==> src/sv/lcdns_pkg.sv <==
// Shared types, constants and helpers for the character LCD nibble sequencer.
// No dependencies; every other file but lcdns_if imports this package.
package lcdns_pkg;

    localparam int COLUMNS  = 16;
    localparam int QDEPTH   = 2;
    localparam int QCOUNT_W = $clog2(QDEPTH + 1);
    localparam int QPTR_W   = (QDEPTH > 1) ? $clog2(QDEPTH) : 1;
    localparam int APB_AW   = 5;
    localparam int STEP_W   = 5;

    localparam logic [7:0] CMD_CLEAR = 8'h01;
    localparam logic [7:0] CMD_HOME  = 8'h80;
    localparam logic [7:0] CMD_ROW0  = 8'h80;
    localparam logic [7:0] CMD_ROW1  = 8'hC0;

    localparam logic [STEP_W-1:0] BYTE_LAST_STEP  = 5'd3;
    localparam logic [STEP_W-1:0] INIT_LAST_STEP  = 5'd25;
    localparam logic [STEP_W-1:0] CLEAR_WAIT_STEP = 5'd4;
    localparam logic [STEP_W-1:0] CLEAR_HOME_STEP = 5'd5;
    localparam logic [STEP_W-1:0] CLEAR_LAST_STEP = 5'd8;

    typedef enum logic [2:0] {
        FN_CMD    = 3'd0,
        FN_CHAR   = 3'd1,
        FN_CURSOR = 3'd2,
        FN_INIT   = 3'd3,
        FN_CLEAR  = 3'd4
    } t_func;

    typedef enum logic [2:0] {
        REG_STROBE     = 3'd0,
        REG_CHAR_LOW   = 3'd1,
        REG_SETTLE     = 3'd2,
        REG_POWER_WAIT = 3'd3,
        REG_CLEAR_WAIT = 3'd4
    } t_reg_idx;

    typedef enum logic [1:0] {
        JK_BYTE  = 2'd0,
        JK_INIT  = 2'd1,
        JK_CLEAR = 2'd2
    } t_job_kind;

    typedef enum logic {
        ST_IDLE = 1'b0,
        ST_RUN  = 1'b1
    } t_seq_state;

    typedef struct packed {
        t_job_kind  kind;
        logic       rs;
        logic       char_low;
        logic [7:0] data;
    } t_job;

    typedef struct packed {
        logic [9:0]  strobe_us;
        logic [9:0]  char_low_strobe_us;
        logic [13:0] settle_us;
        logic [15:0] power_wait_us;
        logic [15:0] clear_wait_us;
    } t_cfg;

    function automatic logic [7:0] init_cmd(input logic [2:0] idx);
        logic [7:0] cmd;
        case (idx)
            3'd0:    cmd = 8'h33;
            3'd1:    cmd = 8'h32;
            3'd2:    cmd = 8'h28;
            3'd3:    cmd = 8'h0F;
            3'd4:    cmd = 8'h06;
            3'd5:    cmd = 8'h01;
            default: cmd = 8'h00;
        endcase
        return cmd;
    endfunction

endpackage

==> src/sv/lcdns_if.sv <==
// Valid/ready channel interfaces for requests and pin phases.
// Standalone; payload widths follow the request and phase fields.
interface lcdns_req_if;
    logic       valid;
    logic       ready;
    logic [2:0] func;
    logic [7:0] value;
    logic [7:0] column;
    logic [7:0] row;

    modport source(output valid, func, value, column, row, input ready);
    modport sink(input valid, func, value, column, row, output ready);
endinterface

interface lcdns_phase_if;
    logic        valid;
    logic        ready;
    logic        reg_select;
    logic [3:0]  nibble;
    logic        enable;
    logic [15:0] hold_us;
    logic        last;

    modport source(output valid, reg_select, nibble, enable, hold_us, last, input ready);
    modport sink(input valid, reg_select, nibble, enable, hold_us, last, output ready);
endinterface

==> src/sv/char_lcd_nibble_sequencer.sv <==
// Character LCD nibble sequencer, top level: timing registers, front end, queue, sequencer.
// A transfer is written into the job queue, popped into the sequencer when it is idle, and
// each phase is registered in the output slot; one phase per cycle while the sink takes
// them. A request occupies the sequencer from its pop until its last phase is emitted.
// Synchronous active-low reset: timing registers return to defaults, held RS and D7..D4
// return to zero, the job queue empties. Depends on lcdns_pkg and lcdns_if.
module char_lcd_nibble_sequencer (
    input  logic                         i_clk,
    input  logic                         i_rst_n,
    lcdns_req_if.sink                    i_req,
    lcdns_phase_if.source                o_phase,
    input  logic                         psel,
    input  logic                         penable,
    input  logic                         pwrite,
    input  logic [lcdns_pkg::APB_AW-1:0] paddr,
    input  logic [31:0]                  pwdata,
    output logic [31:0]                  prdata,
    output logic                         pready
);
    import lcdns_pkg::*;

    t_cfg     r_cfg;
    t_reg_idx reg_idx;
    logic     cfg_wr;

    t_job front_job;
    t_job queue_job;
    logic push;
    logic pop;
    logic full;
    logic empty;

    // Register file: one word per timing register, written on the access phase.
    assign pready  = 1'b1;
    assign reg_idx = t_reg_idx'(paddr[APB_AW-1:2]);
    assign cfg_wr  = psel && penable && pwrite;

    always_ff @(posedge i_clk) begin
        if (!i_rst_n) begin
            r_cfg.strobe_us          <= 10'd10;
            r_cfg.char_low_strobe_us <= 10'd1;
            r_cfg.settle_us          <= 14'd200;
            r_cfg.power_wait_us      <= 16'd20000;
            r_cfg.clear_wait_us      <= 16'd2000;
        end else if (cfg_wr) begin
            case (reg_idx)
                REG_STROBE:     r_cfg.strobe_us          <= pwdata[9:0];
                REG_CHAR_LOW:   r_cfg.char_low_strobe_us <= pwdata[9:0];
                REG_SETTLE:     r_cfg.settle_us          <= pwdata[13:0];
                REG_POWER_WAIT: r_cfg.power_wait_us      <= pwdata[15:0];
                REG_CLEAR_WAIT: r_cfg.clear_wait_us      <= pwdata[15:0];
                default: begin
                    // hold: addresses past the list are ignored
                end
            endcase
        end
    end

    // Read back; unmapped addresses return zero.
    always_comb begin
        case (reg_idx)
            REG_STROBE:     prdata = {22'd0, r_cfg.strobe_us};
            REG_CHAR_LOW:   prdata = {22'd0, r_cfg.char_low_strobe_us};
            REG_SETTLE:     prdata = {18'd0, r_cfg.settle_us};
            REG_POWER_WAIT: prdata = {16'd0, r_cfg.power_wait_us};
            REG_CLEAR_WAIT: prdata = {16'd0, r_cfg.clear_wait_us};
            default:        prdata = 32'd0;
        endcase
    end

    // Front end: classify each transfer, drop unknown and off-panel requests, push jobs.
    lcdns_front u_front (
        .i_req  (i_req),
        .i_full (full),
        .o_push (push),
        .o_job  (front_job)
    );

    // Decouple intake from phase generation so either side can stall.
    lcdns_queue u_queue (
        .i_clk   (i_clk),
        .i_rst_n (i_rst_n),
        .i_push  (push),
        .i_job   (front_job),
        .i_pop   (pop),
        .o_job   (queue_job),
        .o_full  (full),
        .o_empty (empty)
    );

    // Back end: step through each job's phases into a registered output slot.
    lcdns_back u_back (
        .i_clk       (i_clk),
        .i_rst_n     (i_rst_n),
        .i_cfg       (r_cfg),
        .i_job       (queue_job),
        .i_job_valid (!empty),
        .o_pop       (pop),
        .o_phase     (o_phase)
    );

endmodule

==> src/sv/lcdns_front.sv <==
// Request front end: accepts requests, drops unknown functions and off-panel cursor moves, turns the rest into jobs.
// Depends on lcdns_pkg and lcdns_req_if.
module lcdns_front (
    lcdns_req_if.sink       i_req,
    input  logic            i_full,
    output logic            o_push,
    output lcdns_pkg::t_job o_job
);
    import lcdns_pkg::*;

    logic keep;

    assign i_req.ready = !i_full;

    always_comb begin
        keep          = 1'b1;
        o_job.kind    = JK_BYTE;
        o_job.rs      = 1'b0;
        o_job.char_low = 1'b0;
        o_job.data    = i_req.value;
        case (i_req.func)
            FN_CMD: begin
            end
            FN_CHAR: begin
                o_job.rs       = 1'b1;
                o_job.char_low = 1'b1;
            end
            FN_CURSOR: begin
                // drop moves outside the panel
                keep       = ({1'b0, i_req.column} < 9'(COLUMNS)) && (i_req.row <= 8'd1);
                o_job.data = ((i_req.row == 8'd0) ? CMD_ROW0 : CMD_ROW1)
                             | {4'h0, i_req.column[3:0]};
            end
            FN_INIT: begin
                o_job.kind = JK_INIT;
            end
            FN_CLEAR: begin
                o_job.kind = JK_CLEAR;
            end
            default: begin
                keep = 1'b0;
            end
        endcase
    end

    assign o_push = i_req.valid && !i_full && keep;

endmodule

==> src/sv/lcdns_queue.sv <==
// Short job queue between the front end and the phase sequencer.
// Depends on lcdns_pkg.
module lcdns_queue (
    input  logic            i_clk,
    input  logic            i_rst_n,
    input  logic            i_push,
    input  lcdns_pkg::t_job i_job,
    input  logic            i_pop,
    output lcdns_pkg::t_job o_job,
    output logic            o_full,
    output logic            o_empty
);
    import lcdns_pkg::*;

    t_job                r_mem [QDEPTH];
    logic [QPTR_W-1:0]   r_wr_ptr;
    logic [QPTR_W-1:0]   r_rd_ptr;
    logic [QCOUNT_W-1:0] r_count;

    assign o_full  = (r_count == QCOUNT_W'(QDEPTH));
    assign o_empty = (r_count == '0);
    assign o_job   = r_mem[r_rd_ptr];

    function automatic logic [QPTR_W-1:0] ptr_inc(input logic [QPTR_W-1:0] p);
        return (p == QPTR_W'(QDEPTH - 1)) ? '0 : p + 1'b1;
    endfunction

    always_ff @(posedge i_clk) begin
        if (i_push) begin
            r_mem[r_wr_ptr] <= i_job;
        end
    end

    always_ff @(posedge i_clk) begin
        if (!i_rst_n) begin
            r_wr_ptr <= '0;
            r_rd_ptr <= '0;
            r_count  <= '0;
        end else begin
            if (i_push) begin
                r_wr_ptr <= ptr_inc(r_wr_ptr);
            end
            if (i_pop) begin
                r_rd_ptr <= ptr_inc(r_rd_ptr);
            end
            if (i_push && !i_pop) begin
                r_count <= r_count + 1'b1;
            end else if (i_pop && !i_push) begin
                r_count <= r_count - 1'b1;
            end
        end
    end

    a_no_push_full: assert property (@(posedge i_clk) disable iff (!i_rst_n)
        o_full |-> !i_push) else $error("push into full job queue");
    a_no_pop_empty: assert property (@(posedge i_clk) disable iff (!i_rst_n)
        o_empty |-> !i_pop) else $error("pop from empty job queue");
    a_count_range: assert property (@(posedge i_clk) disable iff (!i_rst_n)
        r_count <= QCOUNT_W'(QDEPTH)) else $error("job queue count overflow");

endmodule

==> src/sv/lcdns_back.sv <==
// Phase sequencer: walks one job at a time through its pin phases.
// Depends on lcdns_pkg and lcdns_phase_if.
module lcdns_back (
    input  logic            i_clk,
    input  logic            i_rst_n,
    input  lcdns_pkg::t_cfg i_cfg,
    input  lcdns_pkg::t_job i_job,
    input  logic            i_job_valid,
    output logic            o_pop,
    lcdns_phase_if.source   o_phase
);
    import lcdns_pkg::*;

    t_seq_state        r_state, n_state;
    logic [STEP_W-1:0] r_step, n_step;
    t_job              r_job;
    logic              r_held_rs;
    logic [3:0]        r_held_nib;

    logic        r_out_valid;
    logic        r_out_rs;
    logic [3:0]  r_out_nib;
    logic        r_out_en;
    logic [15:0] r_out_hold;
    logic        r_out_last;

    logic              emit;
    logic              ph_wait;
    logic [15:0]       ph_wait_us;
    logic [7:0]        ph_data;
    logic [1:0]        ph_sub;
    logic              ph_last;
    logic [STEP_W-1:0] step_m1;
    logic [STEP_W-1:0] step_m5;
    logic              ph_rs;
    logic [3:0]        ph_nib;
    logic              ph_en;
    logic [15:0]       ph_hold;

    assign step_m1 = r_step - 5'd1;
    assign step_m5 = r_step - CLEAR_HOME_STEP;

    // decode the current step into a byte and a sub-phase, or a wait
    always_comb begin
        ph_wait    = 1'b0;
        ph_wait_us = i_cfg.power_wait_us;
        ph_data    = r_job.data;
        ph_sub     = r_step[1:0];
        ph_last    = 1'b0;
        case (r_job.kind)
            JK_BYTE: begin
                ph_last = (r_step == BYTE_LAST_STEP);
            end
            JK_INIT: begin
                ph_wait = (r_step == '0) || (r_step == INIT_LAST_STEP);
                ph_data = init_cmd(step_m1[4:2]);
                ph_sub  = step_m1[1:0];
                ph_last = (r_step == INIT_LAST_STEP);
            end
            JK_CLEAR: begin
                ph_wait_us = i_cfg.clear_wait_us;
                ph_wait    = (r_step == CLEAR_WAIT_STEP);
                if (r_step < CLEAR_WAIT_STEP) begin
                    ph_data = CMD_CLEAR;
                end else begin
                    ph_data = CMD_HOME;
                    ph_sub  = step_m5[1:0];
                end
                ph_last = (r_step == CLEAR_LAST_STEP);
            end
            default: begin
                ph_last = 1'b1;
            end
        endcase
    end

    always_comb begin
        if (ph_wait) begin
            ph_rs   = r_held_rs;
            ph_nib  = r_held_nib;
            ph_en   = 1'b0;
            ph_hold = ph_wait_us;
        end else begin
            ph_rs  = r_job.rs;
            ph_nib = ph_sub[1] ? ph_data[3:0] : ph_data[7:4];
            ph_en  = !ph_sub[0];
            if (ph_sub[0]) begin
                ph_hold = {2'b00, i_cfg.settle_us};
            end else if (ph_sub[1] && r_job.char_low) begin
                ph_hold = {6'd0, i_cfg.char_low_strobe_us};
            end else begin
                ph_hold = {6'd0, i_cfg.strobe_us};
            end
        end
    end

    assign emit = (r_state == ST_RUN) && (!r_out_valid || o_phase.ready);

    always_comb begin
        n_state = r_state;
        n_step  = r_step;
        o_pop   = 1'b0;
        case (r_state)
            ST_IDLE: begin
                if (i_job_valid) begin
                    o_pop   = 1'b1;
                    n_state = ST_RUN;
                    n_step  = '0;
                end
            end
            ST_RUN: begin
                if (emit) begin
                    if (ph_last) begin
                        n_state = ST_IDLE;
                        n_step  = '0;
                    end else begin
                        n_step = r_step + 1'b1;
                    end
                end
            end
            default: begin
                n_state = ST_IDLE;
                n_step  = '0;
            end
        endcase
    end

    always_ff @(posedge i_clk) begin
        if (!i_rst_n) begin
            r_state     <= ST_IDLE;
            r_step      <= '0;
            r_out_valid <= 1'b0;
            r_held_rs   <= 1'b0;
            r_held_nib  <= '0;
        end else begin
            r_state <= n_state;
            r_step  <= n_step;
            if (emit) begin
                r_out_valid <= 1'b1;
                r_held_rs   <= ph_rs;
                r_held_nib  <= ph_nib;
            end else if (o_phase.ready) begin
                r_out_valid <= 1'b0;
            end
        end
    end

    always_ff @(posedge i_clk) begin
        if (o_pop) begin
            r_job <= i_job;
        end
        if (emit) begin
            r_out_rs   <= ph_rs;
            r_out_nib  <= ph_nib;
            r_out_en   <= ph_en;
            r_out_hold <= ph_hold;
            r_out_last <= ph_last;
        end
    end

    assign o_phase.valid      = r_out_valid;
    assign o_phase.reg_select = r_out_rs;
    assign o_phase.nibble     = r_out_nib;
    assign o_phase.enable     = r_out_en;
    assign o_phase.hold_us    = r_out_hold;
    assign o_phase.last       = r_out_last;

    a_idle_step_zero: assert property (@(posedge i_clk) disable iff (!i_rst_n)
        (r_state == ST_IDLE) |-> (r_step == '0)) else $error("step not cleared in idle");
    a_last_ends_job: assert property (@(posedge i_clk) disable iff (!i_rst_n)
        (emit && ph_last) |=> (r_state == ST_IDLE)) else $error("job ran past last phase");
    a_pop_only_idle: assert property (@(posedge i_clk) disable iff (!i_rst_n)
        o_pop |-> (r_state == ST_IDLE && i_job_valid)) else $error("pop while busy");

endmodule
==> src/flat_wrapper.sv <==
// flat-port wrapper written by rule: the top's interface ports become plain ports
module char_lcd_nibble_sequencer_flat import lcdns_pkg::*;
  (i_clk, i_rst_n, psel, penable, pwrite, paddr, pwdata, prdata, pready, i_req_valid, i_req_func, i_req_value, i_req_column, i_req_row, i_req_ready, o_phase_valid, o_phase_reg_select, o_phase_nibble, o_phase_enable, o_phase_hold_us, o_phase_last, o_phase_ready);
  lcdns_req_if i_req_i ();
  lcdns_phase_if o_phase_i ();
  input  logic i_clk;
  input  logic i_rst_n;
  input  logic psel;
  input  logic penable;
  input  logic pwrite;
  input  logic [lcdns_pkg::APB_AW-1:0] paddr;
  input  logic [31:0] pwdata;
  output logic [31:0] prdata;
  output logic pready;
  input wire logic [$bits(i_req_i.valid)-1:0] i_req_valid;
  input wire logic [$bits(i_req_i.func)-1:0] i_req_func;
  input wire logic [$bits(i_req_i.value)-1:0] i_req_value;
  input wire logic [$bits(i_req_i.column)-1:0] i_req_column;
  input wire logic [$bits(i_req_i.row)-1:0] i_req_row;
  output wire logic [$bits(i_req_i.ready)-1:0] i_req_ready;
  output wire logic [$bits(o_phase_i.valid)-1:0] o_phase_valid;
  output wire logic [$bits(o_phase_i.reg_select)-1:0] o_phase_reg_select;
  output wire logic [$bits(o_phase_i.nibble)-1:0] o_phase_nibble;
  output wire logic [$bits(o_phase_i.enable)-1:0] o_phase_enable;
  output wire logic [$bits(o_phase_i.hold_us)-1:0] o_phase_hold_us;
  output wire logic [$bits(o_phase_i.last)-1:0] o_phase_last;
  input wire logic [$bits(o_phase_i.ready)-1:0] o_phase_ready;
  assign i_req_i.valid = i_req_valid;
  assign i_req_i.func = i_req_func;
  assign i_req_i.value = i_req_value;
  assign i_req_i.column = i_req_column;
  assign i_req_i.row = i_req_row;
  assign i_req_ready = i_req_i.ready;
  assign o_phase_valid = o_phase_i.valid;
  assign o_phase_reg_select = o_phase_i.reg_select;
  assign o_phase_nibble = o_phase_i.nibble;
  assign o_phase_enable = o_phase_i.enable;
  assign o_phase_hold_us = o_phase_i.hold_us;
  assign o_phase_last = o_phase_i.last;
  assign o_phase_i.ready = o_phase_ready;
  char_lcd_nibble_sequencer u_core (.i_clk(i_clk), .i_rst_n(i_rst_n), .i_req(i_req_i), .o_phase(o_phase_i), .psel(psel), .penable(penable), .pwrite(pwrite), .paddr(paddr), .pwdata(pwdata), .prdata(prdata), .pready(pready));
endmodule
==> config.mk <==
export PLATFORM = sky130hd
export DESIGN_NAME = char_lcd_nibble_sequencer_flat
export DESIGN_NICKNAME = d
export VERILOG_FILES = /design/src/sv/lcdns_pkg.sv /design/src/sv/lcdns_if.sv /design/src/sv/char_lcd_nibble_sequencer.sv /design/src/sv/lcdns_front.sv /design/src/sv/lcdns_queue.sv /design/src/sv/lcdns_back.sv /design/src/flat_wrapper.sv
export SDC_FILE = /design/constraint.sdc
export NUM_CORES = 1
export LEC_CHECK = 0
export BUFFER_PORTS_ARGS = -buffer_cell sky130_fd_sc_hd__buf_2
export CAP_MARGIN = 15
export CORE_MARGIN = 4
export CORE_UTILIZATION = 36
export DETAILED_ROUTE_END_ITERATION = 10
export PLACE_DENSITY_LB_ADDON = 0.12
export REMOVE_ABC_BUFFERS = 1
export SLEW_MARGIN = 20
export SYNTH_ARGS = -nofsm -noshare
export SYNTH_HDL_FRONTEND = slang
export SYNTH_SLANG_ARGS = --single-unit
==> constraint.sdc <==
create_clock -name i_clk -period 4.14 [get_ports i_clk]
set_input_delay 0.414 -clock i_clk [delete_from_list [all_inputs] [get_ports i_clk]]
set_output_delay 0.414 -clock i_clk [all_outputs]
set_load 0.01 [all_outputs]
==> run metrics <==
Port-buffer cells=93; via count=5869; CP startpoint kind=flip-flop; Worst EP arrival=3.14 ns; Power Density=568.4 nW/um2; Worst Max-Slew Pin Slew=0.9788 ns; first-pass GRT wire length=31690 um; Crit Path Category=flip-flop to flip-flop; Peak VDD IR=248.3 uV; register area share after synthesis=46.64%; Routed met2 length=9431 um; wire length per cell=18.11 um; share of cells above drive strength 1=20.52%; CP required=4.29 ns; DR DRC count=0; clk_skew=0.009032 ns; fmax=0.3343 GHz; commonest non-fill, non-tap cell in the layout=nand2_1; Setup WS pre-CTS=1.128 ns; Slew HR=34.68%; Post-synth EDFFs=56; Worst-path clk slew=0.06 ns; Met1 Wirelength=9074 um; Seq cells post-synth=138; commonest cells after routing, fill and taps aside=nand2_1, buf_2, dfxtp_1; Hold WS=0.2256 ns; Max-Cap Viols=0; Root Driver=clkbuf_16; Top FF cell, synth=dfxtp_1; Fillers=1908; post-CTS setup buffers=0; syn avg cell area=9.302 um2; # hold bufs at CTS=0; core outline area=19460 um2; status=complete, no violations; Worst Hold Class=input port to flip-flop; ys async rst share=0%; Final nets=915; final worst slack=1.149 ns; count of cell types in the netlist=66; Diodes inserted=0; Die ar.=22110 um2; cell count after synthesis=766; Cell Area, Synth=7126 um2; RSZ-0062 raised after global routing=false; largest net degree at the start of global routing=47; Final period util=72.25%; GRT overflow=0; Syn. warnings=0; GPL Wtd Cong=0.8321; Clock Latency Late Sink=0.42 ns; Starting Density=36.61%; crit-path max FO=13; Die Width=148.7 um; Crit. End Element=flip-flop; Iteration-0 DRC Markers=402; Clock Sinks=138; Max Used Layer=met4; WL met3=1350 um; Final Critical Period=2.991 ns; CTS tree=yes; Num CTS Buffers=17; I/O pins=129; hpwl dp=12950 um; Fin. Hold Viols=0; Synth-to-Final Area Change=17.51%; final WL=20150 um; via/cell ratio=5.273; Std-Cell Rows=51; clk buf depth=2; Setup violations, final=0; TNS Setup=0 ns; Routed Antenna Nets=0; Slew Viols, Final=0; CTS resizes=0; htree depth=4; Pre-antenna DRT Iters=5; GRT Util Overall=18.49%; vias in the first global route=5854; leakage power=0.003158 uW; initial antenna violation count=0; Chip Height=148.7 um
## sequential cells by signal, summed over array words and instances, names as in the netlist, 2 cells and up
signal and flops:
u_core.u_back.o_phase.nibble 4, u_core.u_back.r_held_nib 4, u_core.r_cfg 66, u_core.u_back.r_job 11, u_core.u_queue.r_count 2, u_core.u_queue.r_mem 22, u_core.u_back.o_phase.hold_us 16, u_core.u_back.r_step 5
## final timing paths
| kind | start | to | slack, ns | cells after the start |
|---|---|---|---|---|
| setup / recovery | u_core.u_back.r_job[10]$_DFFE_PP_ | u_core.u_back.o_phase.hold_us[9]$_DFFE_PP_ | 1.15 | 8 |
| hold / removal | pwdata[14] | u_core.r_cfg[30]$_SDFFE_PN1P_ | 0.23 | 3 |
| setup reg to reg | u_core.u_back.r_job[10]$_DFFE_PP_ | u_core.u_back.o_phase.hold_us[9]$_DFFE_PP_ | 1.15 | 8 |
| hold reg to reg | u_core.r_cfg[37]$_SDFFE_PN0P_ | u_core.r_cfg[37]$_SDFFE_PN0P_ | 0.48 | 2 |
## cell usage after synthesis, types with 3 or more instances
| library cell | count | area [um2] |
|---|---|---|
| nor2_1 | 25 | 93.84 |
| buf_2 | 15 | 75.07 |
| inv_1 | 12 | 45.04 |
| dfxtp_1 | 82 | 1642 |
| a21boi_0 | 52 | 390.4 |
| buf_1 | 3 | 11.26 |
| nand2_1 | 150 | 563.0 |
| o22ai_1 | 29 | 181.4 |
| nor2b_1 | 11 | 68.82 |
| or3_1 | 4 | 25.02 |
| a21boi_1 | 3 | 22.52 |
| nand3_1 | 35 | 175.2 |
| nor3_1 | 8 | 40.04 |
| or2_2 | 3 | 18.77 |
| a221oi_1 | 9 | 78.83 |
| o21ai_0 | 33 | 165.2 |
| clkbuf_1 | 34 | 127.6 |
| o21a_1 | 3 | 22.52 |
| a21oi_1 | 31 | 155.2 |
| mux2i_1 | 47 | 470.5 |
| edfxtp_1 | 56 | 1682 |
| mux2_2 | 18 | 202.7 |
| nand2b_1 | 7 | 43.79 |
| buf_4 | 17 | 127.6 |
| nand3b_1 | 3 | 22.52 |
| a211o_1 | 3 | 26.28 |
| ha_1 | 9 | 112.6 |
| and2_1 | 10 | 62.56 |
| xnor2_1 | 3 | 26.28 |
| nor3b_1 | 5 | 37.54 |
## report_power, final
| group | internal, uW | total (uW) | leakage [uW] | switching (uW) |
|---|---|---|---|---|
| registers | 1680 | 1790 | 0.00119 | 110 |
| clock network | 1020 | 1650 | 0.000304 | 632 |
| logic | 511 | 1310 | 0.00167 | 802 |
## cell type report
type                    count  area [um2]  area share [%]
flip-flops and latches    138        3323           39.69
inverters                  12       45.04          0.5380
multi-input cells         560        3476           41.51
clock inverters            15       209.0           2.496
clock buffers              17       425.4           5.081
well taps                 265       331.6           3.960
repair buffers            106       563.0           6.724
## metrics by stage
step / power (uW) / cells / utilization (%) / cell area, um2
global placement: 3100 / 1081 / 39.75 / 7736
floorplan: 2630 / 710 / - / 6824
CTS: 4801 / 1113 / 43.01 / 8371
global route: 5000 / 1113 / 43.02 / 8373
finish: 4759 / 1113 / 43.02 / 8373
detailed placement: 3136 / 1081 / 39.75 / 7736
## logic make-up (layout without fill, tap and decap cells)
logic type,count (synthesis),count (layout),share of synthesized area (%)
AND/OR/NAND/NOR,275,275,17.81
other,2,17,0.1054
buffers and inverters,83,150,5.654
AO/OA/AOI/OAI,188,188,17.95
XOR/XNOR,5,5,0.6147
flip-flops,138,138,46.64
adder cells (fa/ha/maj),9,9,1.580
multiplexers,66,66,9.657
## critical path, stage by stage (launching register included)
cell and delay, ns:
edfxtp_1 0.42, inv_1 0.10, ha_2 0.44, buf_4 0.35, or4b_4 0.51, a21oi_4 0.21, o21ai_4 0.16, a221oi_1 0.37
o22ai_1 0.15
## metal layers
metal  global-route usage (%)  up-vias
li1                         -     2828
met5                        0        -
met2                    30.23      214
met4                    6.374        0
met3                    3.778       25
met1                    24.44     2802
No activity file was read; power rests on OpenSTA's default activity.
